**src/rtl/core/overlap_tile_position_generator_unit_macros.svh**
```systemverilog
// Assertion macros shared by the tile position generator RTL.
`ifndef OVERLAP_TILE_POSITION_GENERATOR_UNIT_MACROS_SVH
`define OVERLAP_TILE_POSITION_GENERATOR_UNIT_MACROS_SVH

// Same-cycle implication, disabled while reset is high.
`define OTPG_ASSERT_IMPL(label, clk, rst, ante, cons) \
   label: assert property (@(posedge clk) disable iff (rst) (ante) |-> (cons)) \
      else $error("tile position generator: same-cycle check failed");

// Next-cycle implication, disabled while reset is high.
`define OTPG_ASSERT_NEXT(label, clk, rst, ante, cons) \
   label: assert property (@(posedge clk) disable iff (rst) (ante) |=> (cons)) \
      else $error("tile position generator: next-cycle check failed");

`endif

```
**src/rtl/core/otpg_pkg.sv**
```systemverilog
// Package of types and constants for the tile position generator.
`timescale 1ns / 1ps

package otpg_pkg;

   localparam int REG_W      = 12;
   localparam int DIM_W      = 14;
   localparam int IDX_W      = 6;
   localparam int CSR_IDX_W  = 2;
   localparam int MAX_TILES  = 64;
   localparam int DIV_W      = DIM_W + 1;
   localparam int DIV_CNT_W  = 4;

   localparam logic [REG_W-1:0] TILE_SIZE_RESET   = 12'd192;
   localparam logic [REG_W-1:0] MIN_OVERLAP_RESET = 12'd12;

   localparam logic [CSR_IDX_W-1:0] REG_TILE_SIZE   = 2'd0;
   localparam logic [CSR_IDX_W-1:0] REG_MIN_OVERLAP = 2'd1;

   typedef enum logic [2:0] {
      ST_IDLE,
      ST_CHECK,
      ST_DIV1,
      ST_COUNT,
      ST_DIV2,
      ST_EMIT
   } state_type;

   typedef struct packed {
      logic capture;
      logic emit_single;
      logic single_err;
      logic div1_start;
      logic div2_start;
      logic div_step;
      logic emit_tile;
   } cmd_type;

   typedef struct packed {
      logic fits;
      logic bad_overlap;
      logic too_many;
      logic div_done;
      logic tile_last;
      logic out_free;
   } status_type;

endpackage

```
**src/rtl/core/overlap_tile_position_generator_unit.sv**
```systemverilog
// Usage of the overlapping tile position generator:
// The req channel carries one image dimension per item (req_valid, req_stall,
// req_dimension). For each item the rsp channel returns one item per tile:
// start position, tile index, a last flag on the final tile and an error flag.
// Tile size and minimum overlap are set through the csr write port (index 0
// and 1) while the block is idle; other indexes are ignored.
// When the dimension fits one tile, or the overlap is not below the tile size,
// the single item is loaded into the output register in the check state, once
// that register is free; a tile count above the limit gives its error item once the first division pass ends.
// Otherwise the tile count and the stride come from two passes of one
// restoring divider, one quotient bit per cycle; the first tile is loaded
// into the output register after the second pass and the others follow one
// per cycle while the receiver does not stall.
// Only one item is in work at a time: req_stall is high from acceptance until
// the final result of that item has been loaded into the output register.
// When the receiver stalls, the output register holds its item and the
// sequence waits. Reset clears the state machine and the output valid and
// loads tile size 192 and minimum overlap 12.
`timescale 1ns / 1ps
`include "overlap_tile_position_generator_unit_macros.svh"

module overlap_tile_position_generator_unit (
   input  logic                           clock,
   input  logic                           reset,
   input  logic                           csr_we,
   input  logic [otpg_pkg::CSR_IDX_W-1:0] csr_index,
   input  logic [otpg_pkg::REG_W-1:0]     csr_wdata,
   input  logic                           req_valid,
   output logic                           req_stall,
   input  logic [otpg_pkg::DIM_W-1:0]     req_dimension,
   output logic                           rsp_valid,
   input  logic                           rsp_stall,
   output logic [otpg_pkg::DIM_W-1:0]     rsp_position,
   output logic [otpg_pkg::IDX_W-1:0]     rsp_tile_index,
   output logic                           rsp_last,
   output logic                           rsp_error
);

   otpg_pkg::cmd_type    cmd;
   otpg_pkg::status_type status;
   otpg_pkg::state_type  state;

   otpg_ctrl u_ctrl (
      .clock     (clock),
      .reset     (reset),
      .req_valid (req_valid),
      .req_stall (req_stall),
      .status    (status),
      .cmd       (cmd),
      .state     (state)
   );

   otpg_dp u_dp (
      .clock          (clock),
      .reset          (reset),
      .csr_we         (csr_we),
      .csr_index      (csr_index),
      .csr_wdata      (csr_wdata),
      .req_dimension  (req_dimension),
      .rsp_stall      (rsp_stall),
      .rsp_valid      (rsp_valid),
      .rsp_position   (rsp_position),
      .rsp_tile_index (rsp_tile_index),
      .rsp_last       (rsp_last),
      .rsp_error      (rsp_error),
      .cmd            (cmd),
      .status         (status)
   );

   // An error item always stands alone as tile zero at position zero.
   `OTPG_ASSERT_IMPL(a_error_single, clock, reset, rsp_valid && rsp_error, rsp_last && rsp_tile_index == '0 && rsp_position == '0)

   // While a tile sequence is still being delivered no new item is taken.
   `OTPG_ASSERT_IMPL(a_busy_mid_seq, clock, reset, rsp_valid && !rsp_last, req_stall && state == otpg_pkg::ST_EMIT)

   // Tiles of one item follow with consecutive indexes.
   `OTPG_ASSERT_NEXT(a_index_step, clock, reset, rsp_valid && !rsp_stall && !rsp_last, !rsp_valid || rsp_tile_index == $past(rsp_tile_index) + 6'd1)

endmodule

```
**src/rtl/core/otpg_ctrl.sv**
```systemverilog
// Controller state machine sequencing checks, divisions and tile emission.
`timescale 1ns / 1ps

module otpg_ctrl (
   input  logic                 clock,
   input  logic                 reset,
   input  logic                 req_valid,
   output logic                 req_stall,
   input  otpg_pkg::status_type status,
   output otpg_pkg::cmd_type    cmd,
   output otpg_pkg::state_type  state
);

   otpg_pkg::state_type state_ff;
   otpg_pkg::state_type state_in;

   always_ff @(posedge clock) begin
      if (reset) begin
         state_ff <= otpg_pkg::ST_IDLE;
      end else begin
         state_ff <= state_in;
      end
   end

   always_comb begin
      state_in = state_ff;
      case (state_ff)
         otpg_pkg::ST_IDLE: begin
            if (req_valid) begin
               state_in = otpg_pkg::ST_CHECK;
            end
         end
         otpg_pkg::ST_CHECK: begin
            if (status.fits || status.bad_overlap) begin
               if (status.out_free) begin
                  state_in = otpg_pkg::ST_IDLE;
               end
            end else begin
               state_in = otpg_pkg::ST_DIV1;
            end
         end
         otpg_pkg::ST_DIV1: begin
            if (status.div_done) begin
               state_in = otpg_pkg::ST_COUNT;
            end
         end
         otpg_pkg::ST_COUNT: begin
            if (status.too_many) begin
               if (status.out_free) begin
                  state_in = otpg_pkg::ST_IDLE;
               end
            end else begin
               state_in = otpg_pkg::ST_DIV2;
            end
         end
         otpg_pkg::ST_DIV2: begin
            if (status.div_done) begin
               state_in = otpg_pkg::ST_EMIT;
            end
         end
         otpg_pkg::ST_EMIT: begin
            if (status.out_free && status.tile_last) begin
               state_in = otpg_pkg::ST_IDLE;
            end
         end
         default: begin
            state_in = otpg_pkg::ST_IDLE;
         end
      endcase
   end

   always_comb begin
      cmd       = '0;
      req_stall = 1'b1;
      case (state_ff)
         otpg_pkg::ST_IDLE: begin
            req_stall   = 1'b0;
            cmd.capture = req_valid;
         end
         otpg_pkg::ST_CHECK: begin
            if (status.fits || status.bad_overlap) begin
               cmd.emit_single = status.out_free;
               cmd.single_err  = !status.fits;
            end else begin
               cmd.div1_start = 1'b1;
            end
         end
         otpg_pkg::ST_DIV1: begin
            cmd.div_step = !status.div_done;
         end
         otpg_pkg::ST_COUNT: begin
            if (status.too_many) begin
               cmd.emit_single = status.out_free;
               cmd.single_err  = 1'b1;
            end else begin
               cmd.div2_start = 1'b1;
            end
         end
         otpg_pkg::ST_DIV2: begin
            cmd.div_step = !status.div_done;
         end
         otpg_pkg::ST_EMIT: begin
            cmd.emit_tile = status.out_free;
         end
         default: begin
            cmd = '0;
         end
      endcase
   end

   assign state = state_ff;

endmodule

```
**src/rtl/core/otpg_dp.sv**
```systemverilog
// Datapath: configuration registers, shared restoring divider, position
// accumulator and result register.
`timescale 1ns / 1ps

module otpg_dp (
   input  logic                                 clock,
   input  logic                                 reset,
   input  logic                                 csr_we,
   input  logic [otpg_pkg::CSR_IDX_W-1:0]       csr_index,
   input  logic [otpg_pkg::REG_W-1:0]           csr_wdata,
   input  logic [otpg_pkg::DIM_W-1:0]           req_dimension,
   input  logic                                 rsp_stall,
   output logic                                 rsp_valid,
   output logic [otpg_pkg::DIM_W-1:0]           rsp_position,
   output logic [otpg_pkg::IDX_W-1:0]           rsp_tile_index,
   output logic                                 rsp_last,
   output logic                                 rsp_error,
   input  otpg_pkg::cmd_type                    cmd,
   output otpg_pkg::status_type                 status
);

   logic [otpg_pkg::REG_W-1:0]     tile_size_ff;
   logic [otpg_pkg::REG_W-1:0]     min_overlap_ff;
   logic [otpg_pkg::DIM_W-1:0]     dim_ff;
   logic [otpg_pkg::DIV_W-1:0]     num_ff;
   logic [otpg_pkg::REG_W-1:0]     rem_ff;
   logic [otpg_pkg::REG_W-1:0]     divisor_ff;
   logic [otpg_pkg::DIV_CNT_W-1:0] div_cnt_ff;
   logic [otpg_pkg::IDX_W-1:0]     count_m1_ff;
   logic [otpg_pkg::IDX_W-1:0]     idx_ff;
   logic [otpg_pkg::DIM_W-1:0]     acc_ff;
   logic                           rsp_valid_ff;
   logic [otpg_pkg::DIM_W-1:0]     rsp_position_ff;
   logic [otpg_pkg::IDX_W-1:0]     rsp_tile_index_ff;
   logic                           rsp_last_ff;
   logic                           rsp_error_ff;

   logic [otpg_pkg::DIM_W-1:0]     span;
   logic [otpg_pkg::REG_W-1:0]     eff;
   logic [otpg_pkg::DIV_W-1:0]     num1;
   logic [otpg_pkg::REG_W:0]       trial;
   logic [otpg_pkg::REG_W:0]       diff;
   logic                           q_bit;
   logic [otpg_pkg::DIM_W-1:0]     stride;
   logic                           tile_last;

   assign span = dim_ff - {{(otpg_pkg::DIM_W-otpg_pkg::REG_W){1'b0}}, tile_size_ff};
   assign eff  = tile_size_ff - min_overlap_ff;
   // Ceiling division is done as floor of (span + eff - 1) / eff.
   assign num1 = {1'b0, span} + {{(otpg_pkg::DIV_W-otpg_pkg::REG_W){1'b0}}, eff}
                 - otpg_pkg::DIV_W'(1);

   // One restoring division step: shift in the next numerator bit and
   // subtract the divisor when it fits.
   assign trial  = {rem_ff, num_ff[otpg_pkg::DIV_W-1]};
   assign diff   = trial - {1'b0, divisor_ff};
   assign q_bit  = (trial >= {1'b0, divisor_ff});
   assign stride = num_ff[otpg_pkg::DIM_W-1:0];
   assign tile_last = (idx_ff == count_m1_ff);

   always_ff @(posedge clock) begin
      if (reset) begin
         tile_size_ff   <= otpg_pkg::TILE_SIZE_RESET;
         min_overlap_ff <= otpg_pkg::MIN_OVERLAP_RESET;
      end else if (csr_we) begin
         case (csr_index)
            otpg_pkg::REG_TILE_SIZE:   tile_size_ff   <= csr_wdata;
            otpg_pkg::REG_MIN_OVERLAP: min_overlap_ff <= csr_wdata;
            default: begin
            end
         endcase
      end
   end

   always_ff @(posedge clock) begin
      if (reset) begin
         rsp_valid_ff <= 1'b0;
      end else if (cmd.emit_single || cmd.emit_tile) begin
         rsp_valid_ff <= 1'b1;
      end else if (!rsp_stall) begin
         rsp_valid_ff <= 1'b0;
      end
   end

   always_ff @(posedge clock) begin
      if (cmd.capture) begin
         dim_ff <= req_dimension;
      end
      if (cmd.div1_start) begin
         num_ff     <= num1;
         rem_ff     <= '0;
         divisor_ff <= eff;
         div_cnt_ff <= '0;
      end else if (cmd.div2_start) begin
         num_ff      <= {1'b0, span};
         rem_ff      <= '0;
         divisor_ff  <= {{(otpg_pkg::REG_W-otpg_pkg::IDX_W){1'b0}},
                         num_ff[otpg_pkg::IDX_W-1:0]};
         div_cnt_ff  <= '0;
         count_m1_ff <= num_ff[otpg_pkg::IDX_W-1:0];
         idx_ff      <= '0;
         acc_ff      <= '0;
      end else if (cmd.div_step) begin
         num_ff     <= {num_ff[otpg_pkg::DIV_W-2:0], q_bit};
         rem_ff     <= q_bit ? diff[otpg_pkg::REG_W-1:0] : trial[otpg_pkg::REG_W-1:0];
         div_cnt_ff <= div_cnt_ff + otpg_pkg::DIV_CNT_W'(1);
      end else if (cmd.emit_tile) begin
         idx_ff <= idx_ff + otpg_pkg::IDX_W'(1);
         acc_ff <= acc_ff + stride;
      end
   end

   always_ff @(posedge clock) begin
      if (cmd.emit_single) begin
         rsp_position_ff   <= '0;
         rsp_tile_index_ff <= '0;
         rsp_last_ff       <= 1'b1;
         rsp_error_ff      <= cmd.single_err;
      end else if (cmd.emit_tile) begin
         rsp_position_ff   <= tile_last ? span : acc_ff;
         rsp_tile_index_ff <= idx_ff;
         rsp_last_ff       <= tile_last;
         rsp_error_ff      <= 1'b0;
      end
   end

   always_comb begin
      status.fits        = (dim_ff <= {{(otpg_pkg::DIM_W-otpg_pkg::REG_W){1'b0}},
                                       tile_size_ff});
      status.bad_overlap = (min_overlap_ff >= tile_size_ff);
      status.too_many    = (num_ff > otpg_pkg::DIV_W'(otpg_pkg::MAX_TILES - 1));
      status.div_done    = (div_cnt_ff == otpg_pkg::DIV_CNT_W'(otpg_pkg::DIV_W));
      status.tile_last   = tile_last;
      status.out_free    = !rsp_valid_ff || !rsp_stall;
   end

   assign rsp_valid      = rsp_valid_ff;
   assign rsp_position   = rsp_position_ff;
   assign rsp_tile_index = rsp_tile_index_ff;
   assign rsp_last       = rsp_last_ff;
   assign rsp_error      = rsp_error_ff;

endmodule
```
**config.mk**
```make
export PLATFORM = sky130hd
export DESIGN_NAME = overlap_tile_position_generator_unit
export DESIGN_NICKNAME = d
export VERILOG_FILES = /design/src/rtl/core/otpg_pkg.sv /design/src/rtl/core/overlap_tile_position_generator_unit.sv /design/src/rtl/core/otpg_ctrl.sv /design/src/rtl/core/otpg_dp.sv
export VERILOG_INCLUDE_DIRS = /design/src /design/src/rtl/core
export SDC_FILE = /design/constraint.sdc
export NUM_CORES = 1
export LEC_CHECK = 0
export BUFFER_PORTS_ARGS = -buffer_cell sky130_fd_sc_hd__buf_2
export CAP_MARGIN = 20
export CORE_ASPECT_RATIO = 0.9
export CORE_MARGIN = 2
export CORE_UTILIZATION = 65
export CTS_BUF_LIST = sky130_fd_sc_hd__clkbuf_2
export DETAILED_ROUTE_END_ITERATION = 6
export PLACE_DENSITY = 0.88
export SYNTH_ARGS = -nofsm -noshare
export SYNTH_HDL_FRONTEND = slang
export SYNTH_SLANG_ARGS = --single-unit
```
**constraint.sdc**
```tcl
create_clock -name clock -period 6.4 [get_ports clock]
set_clock_uncertainty 0.1 [all_clocks]
set_input_delay 0.96 -clock clock [delete_from_list [all_inputs] [get_ports clock]]
set_output_delay 0.96 -clock clock [all_outputs]
set_load 0.01 [all_outputs]
```
==> metrics.md <==
| Metric | Value |
|---|---|
| Status | `finished, final reports clean` |
| Clk pin slew, worst setup/hold paths | `190 ps` |
| PD cells | `306 nW/µm²` |
| Placed Cells | `1,151` |
| Setup bufs post-CTS | `0` |
| Unrepaired setup endpoints after global routing | `no` |
| Final ANT Viol Nets | `0` |
| Syn Area/Cell | `9.12 µm²` |
| Mapped Cells | `950` |
| Synth unique cells | `72` |
| Placed cell areas | `9050 µm²` |
| Share of layout cells above drive strength 1 | `13.9%` |
| CTS tree | `done` |
| Yosys warns | `0` |
| First-pass GRT wire length | `32,000 µm` |
| Final worst path period share | `70.3%` |
| Max-cap violations | `0` |
| 1st-pass router iterations | `5` |
| Post-Syn Area | `8670 µm²` |
| CTS Buf Count | `17` |
| Slowest cell on the critical path | `o311ai_0` |
| Total global-route track usage | `28.4%` |
| Vias/cell | `5.98` |
| Final setup TNS | `0 ps` |
| Post-synth EDFFs | `68` |
| Port Buffers | `56` |
| Placer Congestion | `0.968` |
| Post-CTS Hold Fix Bufs | `0` |
| Crit path largest cell delay | `490 ps` |
| DP HPWL | `14,700 µm` |
| LEAKAGE | `3.97 nW` |
| Final nets | `1,118` |
| Core area | `13,200 µm²` |
| Cells along the critical path | `inv_1 -> ha_1 -> inv_1 -> fa_1 -> a21o_1 -> a21oi_2 -> o211ai_2 -> nand2_1 -> xor2_1 -> ha_1 -> inv_1 -> ha_1 -> a21o_1 -> a21oi_1 -> o21ai_0 -> o311ai_0 -> o21ai_0 -> xor2_1 -> o21ai_2` |
| Synth Register Bits | `133` |
| H-Tree Depth | `4` |
| Power Total | `0.00284 W` |
| Hold violation count in the final report | `0` |
| Async SR Flop Fraction | `0%` |
| Routed Wire Length | `19,800 µm` |
| Die boundary width | `126 µm` |
| Period minus WS final | `4500 ps` |
| Final setup vio count | `0` |
| WP data arrival | `4890 ps` |
| Worst Setup Path Type | `flip-flop to flip-flop` |
| Cell area after layout | `9260 µm²` |
| Initial antenna violation count | `0` |
| Sequential area share after synthesis | `38.6%` |
| CP Max Fanout | `5` |
| Via count | `7,084` |
| Routed len/inst | `16.7 µm` |
| Slew Viols, Final | `0` |
| Peak supply drop | `0.000228 V` |
| Die ar. | `14,300 µm²` |
| Initial Util | `65.8%` |
| Area delta synth->final | `6.84%` |
| Root Buffer Master | `clkbuf_2` |
| Hold/Removal Path Class | `input port to flip-flop` |
| Io pins | `57` |
| CTS Buffer Depth | `2` |
| Syn_nets | `1,065` |
| Largest net degree at the start of global routing | `38` |
| CTS resizes | `0` |
| Drt drc | `0` |
| Vias in the first global route | `6,583` |
| Slew @ Worst Pin | `936 ps` |
| # diodes | `0` |
| Leading register cell type out of synthesis | `edfxtp_1` |
| Starting DRT DRC Count | `710` |
| Worst EP required | `6790 ps` |
| Max Freq | `0.222 GHz` |
| Non-Filler Instances | `1,184` |
| Rows | `40` |
| CTS sink cnt | `133` |
| CP endpoint kind | `flip-flop` |
| Crit-path leading delay family | `compound AO/OA/AOI/OAI gates` |
| Buffers & Inverters on Critical Path | `3` |
| GRT overflow | `0` |
| Hold Worst Slack | `300 ps` |
| Worst-Skew Late Latency | `740 ps` |
| Die Ht | `114 µm` |
| Slew margin rel. | `37.4%` |
| Startpoint Class | `flip-flop` |
## state kept, by name (all words and copies together), names as in the netlist, 3 cells and up
name                 count
u_dp.min_overlap_ff     12
u_dp.div_cnt_ff          4
u_dp.acc_ff             14
u_dp.num_ff             15
u_ctrl.state             3
u_dp.count_m1_ff         6
u_dp.dim_ff             14
u_dp.rsp_tile_index      6
u_dp.tile_size_ff       12
u_dp.rsp_position       14
u_dp.rem_ff             12
u_dp.idx_ff              6
u_dp.divisor_ff         12
## final timing paths
path | start | end | slack (ps) | depth (start not counted)
setup / recovery | u_dp.dim_ff[0] | u_dp.num_ff[14] | 1900 | 19
hold / removal | req_dimension[2] | u_dp.dim_ff[2] | 300 | 1
hold reg to reg | u_dp.rsp_tile_index[2] | u_dp.rsp_tile_index[2] | 360 | 2
setup reg to reg | u_dp.dim_ff[0] | u_dp.num_ff[14] | 1900 | 19
## metrics by stage
stage | setup slack, ps | utilization (%)
final | 1900 | 70.4
after global routing | 1650 | 70.4
after CTS | 1920 | 70.3
after detailed placement | 1960 | 68.7
after global placement | 2140 | 68.7
after floorplan | 2410 | -
## Yosys cell counts (9+ instances only)
cell | n | area, µm²
nand2_1 | 113 | 424
inv_1 | 100 | 375
ha_1 | 77 | 963
nor2_1 | 69 | 259
edfxtp_1 | 68 | 2040
a21oi_1 | 67 | 335
dfxtp_1 | 65 | 1300
o21ai_0 | 37 | 185
xor2_1 | 28 | 245
xnor2_1 | 27 | 236
nand3_1 | 25 | 125
mux2i_1 | 22 | 220
a21o_1 | 19 | 143
clkbuf_1 | 18 | 67.6
nor3_1 | 16 | 80.1
nor2b_1 | 14 | 87.6
and3_1 | 11 | 68.8
a211oi_1 | 10 | 75.1
nand4_1 | 9 | 56.3
## where the power goes
group	total, W	switching, W	internal, W
logic	0.00128	0.000748	0.000532
clock network	0.000460	0.000319	0.000141
registers	0.00109	0.0000778	0.00102
## cells by family (layout without fill, tap and decap cells)
kind of cell / after synthesis / count (layout) / synth area share [%]
AOI/OAI and AO/OA: 224 / 224 / 17.8
xor gates and xnor gates: 55 / 55 / 5.56
adders and majority gates: 82 / 82 / 12.3
buffers and inverters: 131 / 197 / 6.37
DFF: 133 / 133 / 38.6
muxes: 22 / 22 / 2.54
and+or+nand+nor: 303 / 303 / 16.9
## layout make-up
cell class | instances | area [µm²]
Sequential cell | 133 | 3340
Timing Repair Buffer | 65 | 348
Clock inverter | 13 | 111
Fill cell | 1032 | 3900
Clock buffer | 19 | 95.1
Tap cell | 168 | 210
Multi-Input combinational cell | 686 | 4780
Inverter | 100 | 375
## worst register-to-register path, cell delays in order (launching register included)
cell	delay, ps
edfxtp_1	400
inv_1	60
ha_1	150
inv_1	50
fa_1	410
a21o_1	210
a21oi_2	230
o211ai_2	150
nand2_1	110
xor2_1	330
ha_1	300
inv_1	60
ha_1	280
a21o_1	190
a21oi_1	120
o21ai_0	140
o311ai_0	490
o21ai_0	240
xor2_1	200
o21ai_2	60
## cells in the final DEF (no fill, tap or decap), types with 4 or more instances in the layout
| master | n |
|---|---|
| nand2_1 | 113 |
| inv_1 | 100 |
| ha_1 | 77 |
| nor2_1 | 69 |
| edfxtp_1 | 68 |
| a21oi_1 | 67 |
| dfxtp_1 | 65 |
| buf_2 | 56 |
| o21ai_0 | 37 |
| xor2_1 | 28 |
| xnor2_1 | 27 |
| nand3_1 | 25 |
| mux2i_1 | 22 |
| a21o_1 | 19 |
| clkbuf_2 | 19 |
| nor3_1 | 15 |
| nor2b_1 | 14 |
| and3_1 | 11 |
| a211oi_1 | 10 |
| nand4_1 | 9 |
| buf_4 | 9 |
| o221ai_2 | 8 |
| nand2b_1 | 8 |
| o21ai_2 | 8 |
| o21ai_1 | 8 |
| a211o_1 | 7 |
| o21a_1 | 7 |
| or3_1 | 7 |
| a21oi_2 | 5 |
| a31oi_1 | 5 |
| o22ai_1 | 5 |
| fa_1 | 5 |
| o211ai_1 | 4 |
| or2_2 | 4 |
| a22oi_1 | 4 |
| o31ai_1 | 4 |
| clkinv_2 | 4 |
## routing by layer
layer | part of all wire [%] | wire length [µm] | GRT usage [%] | vias up
met2 | 46 | 9070 | 45.0 | 302
met4 | 3.4 | 669 | 12.7 | 0
li1 | - | - | - | 3459
met5 | 0 | 0 | 0 | -
met1 | 44 | 8640 | 38.1 | 3275
met3 | 7.1 | 1420 | 5.44 | 48
No activity file was read; power rests on OpenSTA's default activity.
